### config.mk
export PLATFORM = sky130hd
export DESIGN_NAME = loconet_slot_message_engine_unit
export DESIGN_NICKNAME = d
export VERILOG_FILES = /design/src/rtl/lsme_pkg.sv /design/src/rtl/lsme_ctrl.sv /design/src/rtl/lsme_dp.sv /design/src/rtl/loconet_slot_message_engine_unit.sv
export SDC_FILE = /design/constraint.sdc
export NUM_CORES = 1
export LEC_CHECK = 0
export BUFFER_PORTS_ARGS = -buffer_cell sky130_fd_sc_hd__buf_2
export CAP_MARGIN = 10
export CORE_MARGIN = 4
export CORE_UTILIZATION = 55
export DETAILED_ROUTE_END_ITERATION = 6
export PLACE_DENSITY = 0.71
export SETUP_SLACK_MARGIN = 0.5
export SYNTH_ARGS = -nofsm -noshare
export SYNTH_HDL_FRONTEND = slang
export SYNTH_SLANG_ARGS = --single-unit
export TNS_END_PERCENT = 100
### constraint.sdc
create_clock -name i_clk -period 7.5 [get_ports i_clk]
set_clock_uncertainty 0.1 [all_clocks]
set_input_delay 0 -clock i_clk [delete_from_list [all_inputs] [get_ports i_clk]]
set_output_delay 0 -clock i_clk [all_outputs]
set_load 0.005 [all_outputs]
### src/rtl/lsme_pkg.sv
// ----------------------------------------------------------------------------
// lsme_pkg
// Shared types, opcodes and a helper function for the slot message engine.
// ----------------------------------------------------------------------------
package lsme_pkg;

    // Default sizes of the slot table and the message buffer.
    localparam int LSME_NUM_SLOTS = 16;
    localparam int LSME_MSG_BYTES = 16;

    // Opcodes and fixed bytes on the wire.
    localparam logic [7:0] OPC_PWR_ON_REQ  = 8'h83;
    localparam logic [7:0] OPC_PWR_OFF_REQ = 8'h82;
    localparam logic [7:0] OPC_RQ_SL     = 8'hBB;
    localparam logic [7:0] OPC_MOVE      = 8'hBA;
    localparam logic [7:0] OPC_STAT1     = 8'hB5;
    localparam logic [7:0] OPC_SPD       = 8'hA0;
    localparam logic [7:0] OPC_DIRF      = 8'hA1;
    localparam logic [7:0] OPC_SND       = 8'hA2;
    localparam logic [7:0] OPC_ADR       = 8'hBF;
    localparam logic [7:0] OPC_WR_SL     = 8'hEF;
    localparam logic [7:0] OPC_RD_SL     = 8'hE7;
    localparam logic [7:0] OPC_LACK      = 8'hB4;
    localparam logic [7:0] SLOT_PROG     = 8'h7C;
    localparam logic [7:0] SLOT_CLOCK    = 8'h7B;
    localparam logic [7:0] RD_LEN        = 8'h0E;
    localparam logic [7:0] LACK_OPC_ECHO = 8'hBF;
    localparam logic [7:0] LACK_CODE     = 8'h00;
    localparam logic [7:0] LACK_CHK      = 8'hF4;
    localparam logic [7:0] CHK_GOOD      = 8'hFF;
    localparam logic [7:0] STAT_IN_USE   = 8'h30;

    // Index of the last byte of each reply.
    localparam logic [3:0] E7_LAST   = 4'd13;
    localparam logic [3:0] LACK_LAST = 4'd3;

    // Decoded command of a finished message.
    typedef enum logic [3:0] {
        CMD_NONE,
        CMD_PWR_ON,
        CMD_PWR_OFF,
        CMD_READ,
        CMD_LACK,
        CMD_NULL_MOVE,
        CMD_WR_STAT,
        CMD_WR_SPD,
        CMD_WR_DIRF,
        CMD_WR_SND,
        CMD_WR_SLOT,
        CMD_ADDR_REQ
    } t_cmd;

    // Controller states.
    typedef enum logic [3:0] {
        S_IDLE,
        S_DECODE,
        S_RD,
        S_WR,
        S_SCAN,
        S_SCAN_END,
        S_FETCH,
        S_LOAD,
        S_SEND,
        S_ASCAN,
        S_AEND,
        S_ADEC
    } t_state;

    // One slot record.
    typedef struct packed {
        logic [7:0]  status;
        logic [13:0] addr;
        logic        is_long;
        logic [6:0]  step;
        logic        fwd;
        logic [8:0]  func;
    } t_slot_rec;

    // Commands from the controller to the datapath.
    typedef struct packed {
        logic accept;
        logic latch_cmd;
        logic pwr_set;
        logic rd_scan;
        logic scan_start;
        logic scan_step;
        logic wr_en;
        logic take_match;
        logic take_free;
        logic load_rep;
        logic out_start;
        logic out_lack;
        logic out_next;
    } t_ctl;

    // Status from the datapath to the controller.
    typedef struct packed {
        t_cmd dec_cmd;
        t_cmd cmd;
        logic eom;
        logic scan_last;
        logic match_found;
        logic free_found;
        logic out_last;
    } t_stat;

    // Speed byte to internal step: 0 and 1 both mean stopped.
    function automatic logic [6:0] speed_step(input logic [7:0] v);
        logic [7:0] vm1;
        vm1 = v - 8'd1;
        speed_step = (v <= 8'd1) ? 7'd0 : vm1[6:0];
    endfunction

endpackage

### src/rtl/lsme_ctrl.sv
// ----------------------------------------------------------------------------
// lsme_ctrl
// Sequencer that steps the datapath through decode, slot updates, table
// scans and reply transfers.
// ----------------------------------------------------------------------------
module lsme_ctrl import lsme_pkg::*; (
    input  logic  i_clk,
    input  logic  i_rst_n,
    input  logic  i_in_valid,
    input  logic  i_out_stall,
    input  t_stat i_stat,
    output t_ctl  o_ctl,
    output logic  o_in_stall,
    output logic  o_out_valid
);

    t_state r_state;
    t_state n_state;

    // State register.
    always_ff @(posedge i_clk) begin
        if (!i_rst_n) begin
            r_state <= S_IDLE;
        end else begin
            r_state <= n_state;
        end
    end

    // Next state and datapath commands.
    always_comb begin
        n_state     = r_state;
        o_ctl       = '0;
        o_in_stall  = 1'b1;
        o_out_valid = 1'b0;
        case (r_state)
            S_IDLE: begin
                o_in_stall = 1'b0;
                if (i_in_valid) begin
                    o_ctl.accept = 1'b1;
                    if (i_stat.eom) begin
                        n_state = S_DECODE;
                    end
                end
            end
            S_DECODE: begin
                o_ctl.latch_cmd = 1'b1;
                case (i_stat.dec_cmd)
                    CMD_PWR_ON, CMD_PWR_OFF: begin
                        o_ctl.pwr_set = 1'b1;
                        n_state = S_IDLE;
                    end
                    CMD_READ:     n_state = S_SCAN;
                    CMD_ADDR_REQ: n_state = S_ASCAN;
                    CMD_LACK: begin
                        o_ctl.out_start = 1'b1;
                        o_ctl.out_lack  = 1'b1;
                        n_state = S_SEND;
                    end
                    CMD_NULL_MOVE, CMD_WR_STAT, CMD_WR_SPD, CMD_WR_DIRF,
                    CMD_WR_SND, CMD_WR_SLOT: n_state = S_RD;
                    default: n_state = S_IDLE;
                endcase
            end
            S_RD: begin
                n_state = S_WR;
            end
            S_WR: begin
                o_ctl.wr_en = 1'b1;
                if (i_stat.cmd == CMD_NULL_MOVE || i_stat.cmd == CMD_ADDR_REQ) begin
                    n_state = S_SCAN;
                end else begin
                    n_state = S_IDLE;
                end
            end
            S_SCAN: begin
                o_ctl.rd_scan   = 1'b1;
                o_ctl.scan_step = 1'b1;
                if (i_stat.scan_last) begin
                    n_state = S_SCAN_END;
                end
            end
            S_SCAN_END: begin
                n_state = S_FETCH;
            end
            S_FETCH: begin
                n_state = S_LOAD;
            end
            S_LOAD: begin
                o_ctl.load_rep  = 1'b1;
                o_ctl.out_start = 1'b1;
                n_state = S_SEND;
            end
            S_SEND: begin
                o_out_valid = 1'b1;
                if (!i_out_stall) begin
                    if (i_stat.out_last) begin
                        n_state = S_IDLE;
                    end else begin
                        o_ctl.out_next = 1'b1;
                    end
                end
            end
            S_ASCAN: begin
                o_ctl.rd_scan   = 1'b1;
                o_ctl.scan_step = 1'b1;
                if (i_stat.scan_last) begin
                    n_state = S_AEND;
                end
            end
            S_AEND: begin
                n_state = S_ADEC;
            end
            S_ADEC: begin
                if (i_stat.match_found) begin
                    o_ctl.take_match = 1'b1;
                    n_state = S_SCAN;
                end else if (i_stat.free_found) begin
                    o_ctl.take_free = 1'b1;
                    n_state = S_RD;
                end else begin
                    o_ctl.out_start = 1'b1;
                    o_ctl.out_lack  = 1'b1;
                    n_state = S_SEND;
                end
            end
            default: n_state = S_IDLE;
        endcase
        // A scan restarts its counter and flags on the way in.
        o_ctl.scan_start = (n_state == S_SCAN || n_state == S_ASCAN) && (r_state != n_state);
    end

endmodule

### src/rtl/lsme_dp.sv
// ----------------------------------------------------------------------------
// lsme_dp
// Message buffer, checksum, slot table memory, scan logic and reply bytes.
// ----------------------------------------------------------------------------
module lsme_dp import lsme_pkg::*; #(
    parameter int NUM_SLOTS = LSME_NUM_SLOTS,
    parameter int MSG_BYTES = LSME_MSG_BYTES
) (
    input  logic       i_clk,
    input  logic       i_rst_n,
    input  t_ctl       i_ctl,
    input  logic [7:0] i_in_byte,
    input  logic       i_end_of_message,
    output t_stat      o_stat,
    output logic [7:0] o_reply_byte,
    output logic       o_reply_last
);

    localparam int IDX_W = (NUM_SLOTS > 1) ? $clog2(NUM_SLOTS) : 1;
    localparam int CNT_W = $clog2(MSG_BYTES + 1);
    localparam int MB_W  = $clog2(MSG_BYTES);

    // Message intake registers.
    logic [7:0]       r_msg [MSG_BYTES];
    logic [CNT_W-1:0] r_cnt;
    logic [7:0]       r_xor;
    logic             r_too_long;
    logic [CNT_W-1:0] r_len;
    logic             r_ok;
    logic [CNT_W-1:0] n_cnt;
    logic [7:0]       n_xor;
    logic             n_too_long;

    always_comb begin
        n_cnt      = r_cnt;
        n_too_long = r_too_long;
        if (r_cnt < CNT_W'(MSG_BYTES)) begin
            n_cnt = r_cnt + CNT_W'(1);
        end else begin
            n_too_long = 1'b1;
        end
        n_xor = r_xor ^ i_in_byte;
    end

    // Store the byte and check the message at its end.
    always_ff @(posedge i_clk) begin
        if (i_ctl.accept && r_cnt < CNT_W'(MSG_BYTES)) begin
            r_msg[r_cnt[MB_W-1:0]] <= i_in_byte;
        end
    end

    always_ff @(posedge i_clk) begin
        if (!i_rst_n) begin
            r_cnt      <= '0;
            r_xor      <= '0;
            r_too_long <= 1'b0;
            r_len      <= '0;
            r_ok       <= 1'b0;
        end else if (i_ctl.accept) begin
            if (i_end_of_message) begin
                r_len      <= n_cnt;
                r_ok       <= !n_too_long && (n_xor == CHK_GOOD);
                r_cnt      <= '0;
                r_xor      <= '0;
                r_too_long <= 1'b0;
            end else begin
                r_cnt      <= n_cnt;
                r_xor      <= n_xor;
                r_too_long <= n_too_long;
            end
        end
    end

    // Decode of the finished message.
    t_cmd       dec_cmd;
    logic [7:0] dec_slot;
    logic       dec_slot_ok;
    logic [7:0] slot_m1;

    always_comb begin
        dec_cmd  = CMD_NONE;
        dec_slot = (r_len == CNT_W'(14)) ? r_msg[2] : r_msg[1];
        dec_slot_ok = (dec_slot >= 8'd1) && (dec_slot <= 8'(NUM_SLOTS));
        slot_m1 = dec_slot - 8'd1;
        if (r_ok) begin
            if (r_len == CNT_W'(2)) begin
                if (r_msg[0] == OPC_PWR_ON_REQ) begin
                    dec_cmd = CMD_PWR_ON;
                end else if (r_msg[0] == OPC_PWR_OFF_REQ) begin
                    dec_cmd = CMD_PWR_OFF;
                end
            end else if (r_len == CNT_W'(4)) begin
                case (r_msg[0])
                    OPC_RQ_SL: dec_cmd = dec_slot_ok ? CMD_READ : CMD_LACK;
                    OPC_ADR:   dec_cmd = CMD_ADDR_REQ;
                    OPC_MOVE: begin
                        if (dec_slot_ok && r_msg[1] == r_msg[2]) begin
                            dec_cmd = CMD_NULL_MOVE;
                        end
                    end
                    OPC_STAT1: if (dec_slot_ok) dec_cmd = CMD_WR_STAT;
                    OPC_SPD:   if (dec_slot_ok) dec_cmd = CMD_WR_SPD;
                    OPC_DIRF:  if (dec_slot_ok) dec_cmd = CMD_WR_DIRF;
                    OPC_SND:   if (dec_slot_ok) dec_cmd = CMD_WR_SND;
                    default:   dec_cmd = CMD_NONE;
                endcase
            end else if (r_len == CNT_W'(14) && r_msg[0] == OPC_WR_SL
                         && r_msg[2] != SLOT_PROG && r_msg[2] != SLOT_CLOCK
                         && dec_slot_ok) begin
                dec_cmd = CMD_WR_SLOT;
            end
        end
    end

    // Address request operands.
    logic        req_long;
    logic [14:0] req_sum;
    logic [13:0] req_addr;

    always_comb begin
        req_long = (r_msg[1] != 8'd0);
        req_sum  = {r_msg[1], 7'd0} + {7'd0, r_msg[2]};
        req_addr = req_long ? req_sum[13:0] : {6'd0, r_msg[2]};
    end

    // Latched command, slot index, power and scan results.
    t_cmd             r_cmd;
    logic [IDX_W-1:0] r_idx;
    logic [13:0]      r_req_addr;
    logic             r_req_long;
    logic             r_power;
    logic [IDX_W-1:0] r_scan;
    logic             r_eval;
    logic [IDX_W-1:0] r_eval_idx;
    logic             r_moving;
    logic             r_match_found;
    logic [IDX_W-1:0] r_match_idx;
    logic             r_free_found;
    logic [IDX_W-1:0] r_free_idx;

    // Slot table memory with valid bits; an unwritten entry reads as zero.
    t_slot_rec        r_mem [NUM_SLOTS];
    logic             r_vld [NUM_SLOTS];
    t_slot_rec        r_rd_data;
    logic             r_rd_vld;
    t_slot_rec        rd_rec;
    t_slot_rec        wr_rec;
    logic [IDX_W-1:0] rd_addr;

    assign rd_addr = i_ctl.rd_scan ? r_scan : r_idx;
    assign rd_rec  = r_rd_vld ? r_rd_data : '0;

    always_ff @(posedge i_clk) begin
        if (i_ctl.wr_en) begin
            r_mem[r_idx] <= wr_rec;
        end
        r_rd_data <= r_mem[rd_addr];
    end

    always_ff @(posedge i_clk) begin
        if (!i_rst_n) begin
            for (int k = 0; k < NUM_SLOTS; k++) begin
                r_vld[k] <= 1'b0;
            end
            r_rd_vld <= 1'b0;
        end else begin
            if (i_ctl.wr_en) begin
                r_vld[r_idx] <= 1'b1;
            end
            r_rd_vld <= r_vld[rd_addr];
        end
    end

    // Read-modify-write of one slot record.
    always_comb begin
        wr_rec = rd_rec;
        case (r_cmd)
            CMD_NULL_MOVE: wr_rec.status = rd_rec.status | STAT_IN_USE;
            CMD_WR_STAT:   wr_rec.status = r_msg[2];
            CMD_WR_SPD:    wr_rec.step = speed_step(r_msg[2]);
            CMD_WR_DIRF: begin
                wr_rec.func[4:1] = r_msg[2][3:0];
                wr_rec.func[0]   = r_msg[2][4];
                wr_rec.fwd       = r_msg[2][5];
            end
            CMD_WR_SND:    wr_rec.func[8:5] = r_msg[2][3:0];
            CMD_WR_SLOT: begin
                wr_rec.status    = r_msg[3];
                wr_rec.step      = speed_step(r_msg[5]);
                wr_rec.func[4:1] = r_msg[6][3:0];
                wr_rec.func[0]   = r_msg[6][4];
                wr_rec.fwd       = r_msg[6][5];
                wr_rec.func[8:5] = r_msg[10][3:0];
            end
            CMD_ADDR_REQ: begin
                wr_rec.addr    = r_req_addr;
                wr_rec.is_long = r_req_long;
            end
            default: wr_rec = rd_rec;
        endcase
    end

    // Command latch, power flag and table scan.
    always_ff @(posedge i_clk) begin
        if (!i_rst_n) begin
            r_cmd         <= CMD_NONE;
            r_power       <= 1'b0;
            r_eval        <= 1'b0;
            r_scan        <= '0;
            r_moving      <= 1'b0;
            r_match_found <= 1'b0;
            r_free_found  <= 1'b0;
        end else begin
            if (i_ctl.latch_cmd) begin
                r_cmd <= dec_cmd;
            end
            if (i_ctl.pwr_set) begin
                r_power <= (dec_cmd == CMD_PWR_ON);
            end
            r_eval <= i_ctl.rd_scan;
            if (i_ctl.scan_start) begin
                r_scan        <= '0;
                r_moving      <= 1'b0;
                r_match_found <= 1'b0;
                r_free_found  <= 1'b0;
            end else begin
                if (i_ctl.scan_step) begin
                    r_scan <= r_scan + IDX_W'(1);
                end
                if (r_eval) begin
                    if (rd_rec.addr != 14'd0 && rd_rec.step != 7'd0) begin
                        r_moving <= 1'b1;
                    end
                    if (!r_match_found && rd_rec.addr != 14'd0
                        && rd_rec.addr == r_req_addr && rd_rec.is_long == r_req_long) begin
                        r_match_found <= 1'b1;
                    end
                    if (!r_free_found && rd_rec.addr == 14'd0) begin
                        r_free_found <= 1'b1;
                    end
                end
            end
        end
    end

    // Payload side of the latch and scan; no reset needed.
    always_ff @(posedge i_clk) begin
        if (i_ctl.latch_cmd) begin
            r_idx      <= slot_m1[IDX_W-1:0];
            r_req_addr <= req_addr;
            r_req_long <= req_long;
        end else if (i_ctl.take_match) begin
            r_idx <= r_match_idx;
        end else if (i_ctl.take_free) begin
            r_idx <= r_free_idx;
        end
        r_eval_idx <= r_scan;
        if (r_eval && !i_ctl.scan_start) begin
            if (!r_match_found && rd_rec.addr != 14'd0
                && rd_rec.addr == r_req_addr && rd_rec.is_long == r_req_long) begin
                r_match_idx <= r_eval_idx;
            end
            if (!r_free_found && rd_rec.addr == 14'd0) begin
                r_free_idx <= r_eval_idx;
            end
        end
    end

    // Reply record and byte counter.
    t_slot_rec  r_rep;
    logic [7:0] r_rep_slot;
    logic       r_lack;
    logic [3:0] r_out_cnt;

    always_ff @(posedge i_clk) begin
        if (i_ctl.load_rep) begin
            r_rep      <= rd_rec;
            r_rep_slot <= 8'(r_idx) + 8'd1;
        end
    end

    always_ff @(posedge i_clk) begin
        if (!i_rst_n) begin
            r_lack    <= 1'b0;
            r_out_cnt <= '0;
        end else if (i_ctl.out_start) begin
            r_lack    <= i_ctl.out_lack;
            r_out_cnt <= '0;
        end else if (i_ctl.out_next) begin
            r_out_cnt <= r_out_cnt + 4'd1;
        end
    end

    // Reply bytes. The track byte is 4, plus 1 with power on, plus 2 if any
    // addressed slot is moving.
    logic [7:0] e7 [14];
    logic [7:0] chk;

    always_comb begin
        e7[0]  = OPC_RD_SL;
        e7[1]  = RD_LEN;
        e7[2]  = r_rep_slot;
        e7[3]  = r_rep.status;
        e7[4]  = {1'b0, r_rep.addr[6:0]};
        e7[5]  = {1'b0, r_rep.step};
        e7[6]  = {2'b0, r_rep.fwd, r_rep.func[0], r_rep.func[4:1]};
        e7[7]  = {5'b00000, 1'b1, r_moving, r_power};
        e7[8]  = 8'd0;
        e7[9]  = {1'b0, r_rep.addr[13:7]};
        e7[10] = 8'd0;
        e7[11] = 8'd0;
        e7[12] = 8'd0;
        chk = CHK_GOOD;
        for (int k = 0; k < 13; k++) begin
            chk = chk ^ e7[k];
        end
        e7[13] = chk;
    end

    always_comb begin
        if (r_lack) begin
            case (r_out_cnt[1:0])
                2'd0:    o_reply_byte = OPC_LACK;
                2'd1:    o_reply_byte = LACK_OPC_ECHO;
                2'd2:    o_reply_byte = LACK_CODE;
                default: o_reply_byte = LACK_CHK;
            endcase
            o_reply_last = (r_out_cnt == LACK_LAST);
        end else begin
            o_reply_byte = (r_out_cnt <= E7_LAST) ? e7[r_out_cnt] : 8'd0;
            o_reply_last = (r_out_cnt == E7_LAST);
        end
    end

    // Status to the controller.
    always_comb begin
        o_stat.dec_cmd     = dec_cmd;
        o_stat.cmd         = r_cmd;
        o_stat.eom         = i_end_of_message;
        o_stat.scan_last   = (r_scan == IDX_W'(NUM_SLOTS - 1));
        o_stat.match_found = r_match_found;
        o_stat.free_found  = r_free_found;
        o_stat.out_last    = o_reply_last;
    end

endmodule

### src/rtl/loconet_slot_message_engine_unit.sv
// ----------------------------------------------------------------------------
// loconet_slot_message_engine_unit
// Command station slot engine: checks message bytes, updates the slot table
// and track power, and sends slot read or failure replies.
// ----------------------------------------------------------------------------
//  Channel | Handshake                 | Payload
//  in      | i_in_valid / o_in_stall   | i_in_byte, i_end_of_message
//  out     | o_out_valid / i_out_stall | o_reply_byte, o_reply_last
//
// Bytes that do not end a message are taken one per cycle. Power messages
// and slot writes end without a reply; a slot read scans the table before
// its reply, a null move writes its slot and then scans, and an address
// request scans for a match or a free slot, writes a free one and scans
// again, or replies with a failure if neither is found. Reply bytes go out
// one per cycle while i_out_stall is low. The table scans use one read port.
// Bytes are refused while a message is worked on or its reply transfers.
// Reset is synchronous and clears the table valid bits.
// ----------------------------------------------------------------------------
module loconet_slot_message_engine_unit import lsme_pkg::*; #(
    parameter int NUM_SLOTS = LSME_NUM_SLOTS,
    parameter int MSG_BYTES = LSME_MSG_BYTES
) (
    input  logic       i_clk,
    input  logic       i_rst_n,
    input  logic       i_in_valid,
    output logic       o_in_stall,
    input  logic [7:0] i_in_byte,
    input  logic       i_end_of_message,
    output logic       o_out_valid,
    input  logic       i_out_stall,
    output logic [7:0] o_reply_byte,
    output logic       o_reply_last
);

    t_ctl  ctl;
    t_stat stat;

    // Sequencer.
    lsme_ctrl u_ctrl (
        .i_clk       (i_clk),
        .i_rst_n     (i_rst_n),
        .i_in_valid  (i_in_valid),
        .i_out_stall (i_out_stall),
        .i_stat      (stat),
        .o_ctl       (ctl),
        .o_in_stall  (o_in_stall),
        .o_out_valid (o_out_valid)
    );

    // Datapath.
    lsme_dp #(
        .NUM_SLOTS (NUM_SLOTS),
        .MSG_BYTES (MSG_BYTES)
    ) u_dp (
        .i_clk            (i_clk),
        .i_rst_n          (i_rst_n),
        .i_ctl            (ctl),
        .i_in_byte        (i_in_byte),
        .i_end_of_message (i_end_of_message),
        .o_stat           (stat),
        .o_reply_byte     (o_reply_byte),
        .o_reply_last     (o_reply_last)
    );

endmodule
==> results by group <==
Outcome
  – Outcome: completed

Floorplanning
  – Num rows: 88
  – Ports: 24
  – Vert. Die Dim: 250 um
  – Die area: 62,400 sq um
  – Core area: approximately 58,000 sq um
  – Starting Density: 55.6%
  – Die W: 250 um

GRT
  – Pin count of the biggest net entering global routing: 75
  – First-pass GRT wire length: 115 mm
  – GRT Util Overall: 24.4%
  – Total grt overflow: 0
  – Number of global-route vias before repair: 18.2k
  – Initial antenna violation count: 1

Synth
  – Cell area after synthesis: 32,100 sq um
  – Post-synth top area share: 64.4%
  – Post-synth top cells: edfxtp_1, nand2_1, mux4_2
  – Ranking of synthesized cells by area: edfxtp_1, mux4_2, dfxtp_1
  – Syn_nets: roughly 2.0k
  – Most frequent cell after synthesis: edfxtp_1
  – Post-synth top flop: edfxtp_1
  – Synth warn: 0
  – Sequential-to-total area share from yosys stat: 70.6%
  – Number of synthesized flops with an enable pin: between 600 and 700
  – Distinct cell type count after synthesis: 71
  – Post-synthesis async set-or-reset flop share: 0%
  – #FFs+latches synth: 788
  – Cell taking the most area after synthesis: edfxtp_1
  – Post-Syn Area per Cell: 16.1 sq um
  – Synthesized instance count: 1,995

Place
  – Detailed Place HPWL: 41.9 mm
  – Port bufs: 23
  – Placed insts: 2,735
  – Gp weighted congestion: 0.886

Critical path
  – Worst Setup End Kind: register
  – Critical Path RT: 7.65 ns
  – Buf+Inv Stages, Crit Path: 1
  – Startpoint types: register
  – Crit-path slowest cell: nor4_1
  – Critical path type: reg -> reg
  – Worst reg2reg path depth: 15
  – CP max FO: 9
  – CP Depth: 15
  – Critical Path Max Stage Delay: 0.65 ns
  – CP arrival: 4.89 ns
  – CP top delay family: simple AND/OR/NAND/NOR gates
  – Crit-path cells: and4bb_2 -> nand2_1 -> nor2_1 -> a21oi_1 -> inv_1 -> ha_1 -> or4b_1 -> mux2i_1 -> or3_4 -> and2_2 -> o211ai_2 -> o21bai_1 -> a211o_1 -> o211a_1 -> nor4_1

Drt
  – First drt pass iteration count: 5
  – Initial drt markers: between 2k and 2.5k
  – Final wirelength: 76.1 mm
  – # DRC: 0
  – Via-to-Cell Ratio: 6.30
  – Overall via count from detail_route: 18.2k
  – Post-route ant nets: 0
  – WL/cell: approximately 26 um

Run
  – # Max-Cap Violations: 0

Power and ir drop
  – Peak supply drop: 0.154 mV
  – PD cells: 242 nW/um^2
  – Design Power: around 8.7 mW
  – Leak: 11.9 nW

Worst hold path
  – Hold-critical path depth: 4
  – Worst Hold Class: in -> reg

STA
  – Final hold vios: 0
  – Final period utilization: a little over three fifths
  – Max-Slew Margin vs Limit: 15.5%
  – Min Tclk post-route: 4.74 ns
  – Final Setup Violations: 0
  – Final setup TNS: 0 ns
  – Worst slew pin tran: roughly 1.3 ns
  – Max Slew Vio Count: 0
  – Maximum clock frequency: 211 MHz
  – RSZ-0062 raised after global routing: no

Finish
  – Layout cell share with drive strength beyond 1: 17.6%
  – Non-filler cells, final: 2,895
  – NumNets Final: around 2.1k
  – Syn-to-layout area delta: 11.9%

CTS
  – Post-CTS Resized: 0
  – Clock transition at path regs: 0.06 ns
  – CTS root buf: clkbuf_16
  – CTS tree: built
  – Bufs on Longest Clock Path: 3
  – Postcts setup bufs: 0
  – Clock Latency Late Sink: 0.62 ns
  – H-tree levels: 3
  – Hold-fix buffers at CTS: 14
  – TritonCTS Buffers: between 70 and 80
  – Clk sink count: 788
layout make-up:
class	instances	area, sq um
Antenna cell	1	2.50
Clock buffer	103	2090
Clock inverter	38	334
Fill cell	4013	21900
Inverter	46	173
Multi-Input combinational cell	1061	9010
Sequential cell	788	22700
Tap cell	765	957
Timing Repair Buffer	93	707
report_power, final:
group / total [mW] / internal [mW] / leakage [nW] / switching (mW)
registers: 4.76 / 4.74 / 7.17 / 0.0199
logic: 0.194 / 0.0750 / 3.61 / 0.119
clock network: 3.73 / 2.14 / 1.18 / 1.59
logic make-up after synthesis:
group / synth area share, %
DFF: 70.6
and+or+nand+nor: 7.53
AOI/OAI and AO/OA: 5.21
muxes: 11.4
buffers and inverters: 1.92
xor gates and xnor gates: 2.45
adders and majority gates: 0.896
layout by cell type, fill, tap and decap left out, types with 45 or more instances in the layout:
cell type	instances
o21ai_0	58
clkbuf_16	79
and2_1	55
nor2_1	117
nand2_1	183
edfxtp_1	689
dfxtp_1	99
xnor2_1	50
a21oi_1	45
buf_4	53
mux4_2	150
metrics by stage:
step,util (%),setup WS [ns],instance area [sq um],hold slack (ns)
after floorplan,-,3.35,32100,-0.00113
after global routing,62.2,2.50,35900,0.171
after global placement,57.7,3.03,33300,0.246
after CTS,62.1,2.81,35900,0.140
after detailed placement,57.7,2.84,33300,0.245
final,62.2,2.76,35900,0.167
worst reg2reg max path, delay by kind of cell (launching register included):
kind	cells	cell delay (ns)
AO/OA/AOI/OAI	5	1.29
adder cells (fa/ha/maj)	1	0.23
buffers and inverters	1	0.09
flip-flops	1	0.37
multiplexers	1	0.22
AND/OR/NAND/NOR	7	2.09
state kept, by name, summed over array words and instances, names as in the netlist, 4 cells and up:
signal and count:
u_ctrl.r_state 4, u_dp.e7 35, u_dp.r_cmd 4, u_dp.r_cnt 5, u_dp.r_eval_idx 4, u_dp.r_free_idx 4, u_dp.r_idx 4, u_dp.r_len 5
u_dp.r_match_idx 4, u_dp.r_mem 576, u_dp.r_msg 46, u_dp.r_out_cnt 4, u_dp.r_rd_data 36, u_dp.r_rep_slot 5, u_dp.r_req_addr 14, u_dp.r_scan 4
u_dp.r_vld 16, u_dp.r_xor 8
path summary, 6_finish.rpt:
path,start,to,slack [ns]
setup / recovery,u_dp.r_len[0],u_dp.r_free_idx[3],2.76
hold / removal,i_rst_n,u_dp.r_scan[2],0.17
setup reg to reg,u_dp.r_len[0],u_dp.r_free_idx[3],2.76
hold reg to reg,u_dp.r_eval_idx[2],u_dp.r_free_idx[2],0.33
per-layer routing:
metal | vias to the layer above | track usage [%] | wire [um]
met5 | - | 0 | 0
met4 | 0 | 7.89 | 1890
met3 | 120 | 4.17 | 6410
met2 | 850 | 38.7 | 36700
met1 | 9398 | 35.2 | 31000
li1 | 7857 | - | -
No activity file was read; power rests on OpenSTA's default activity.
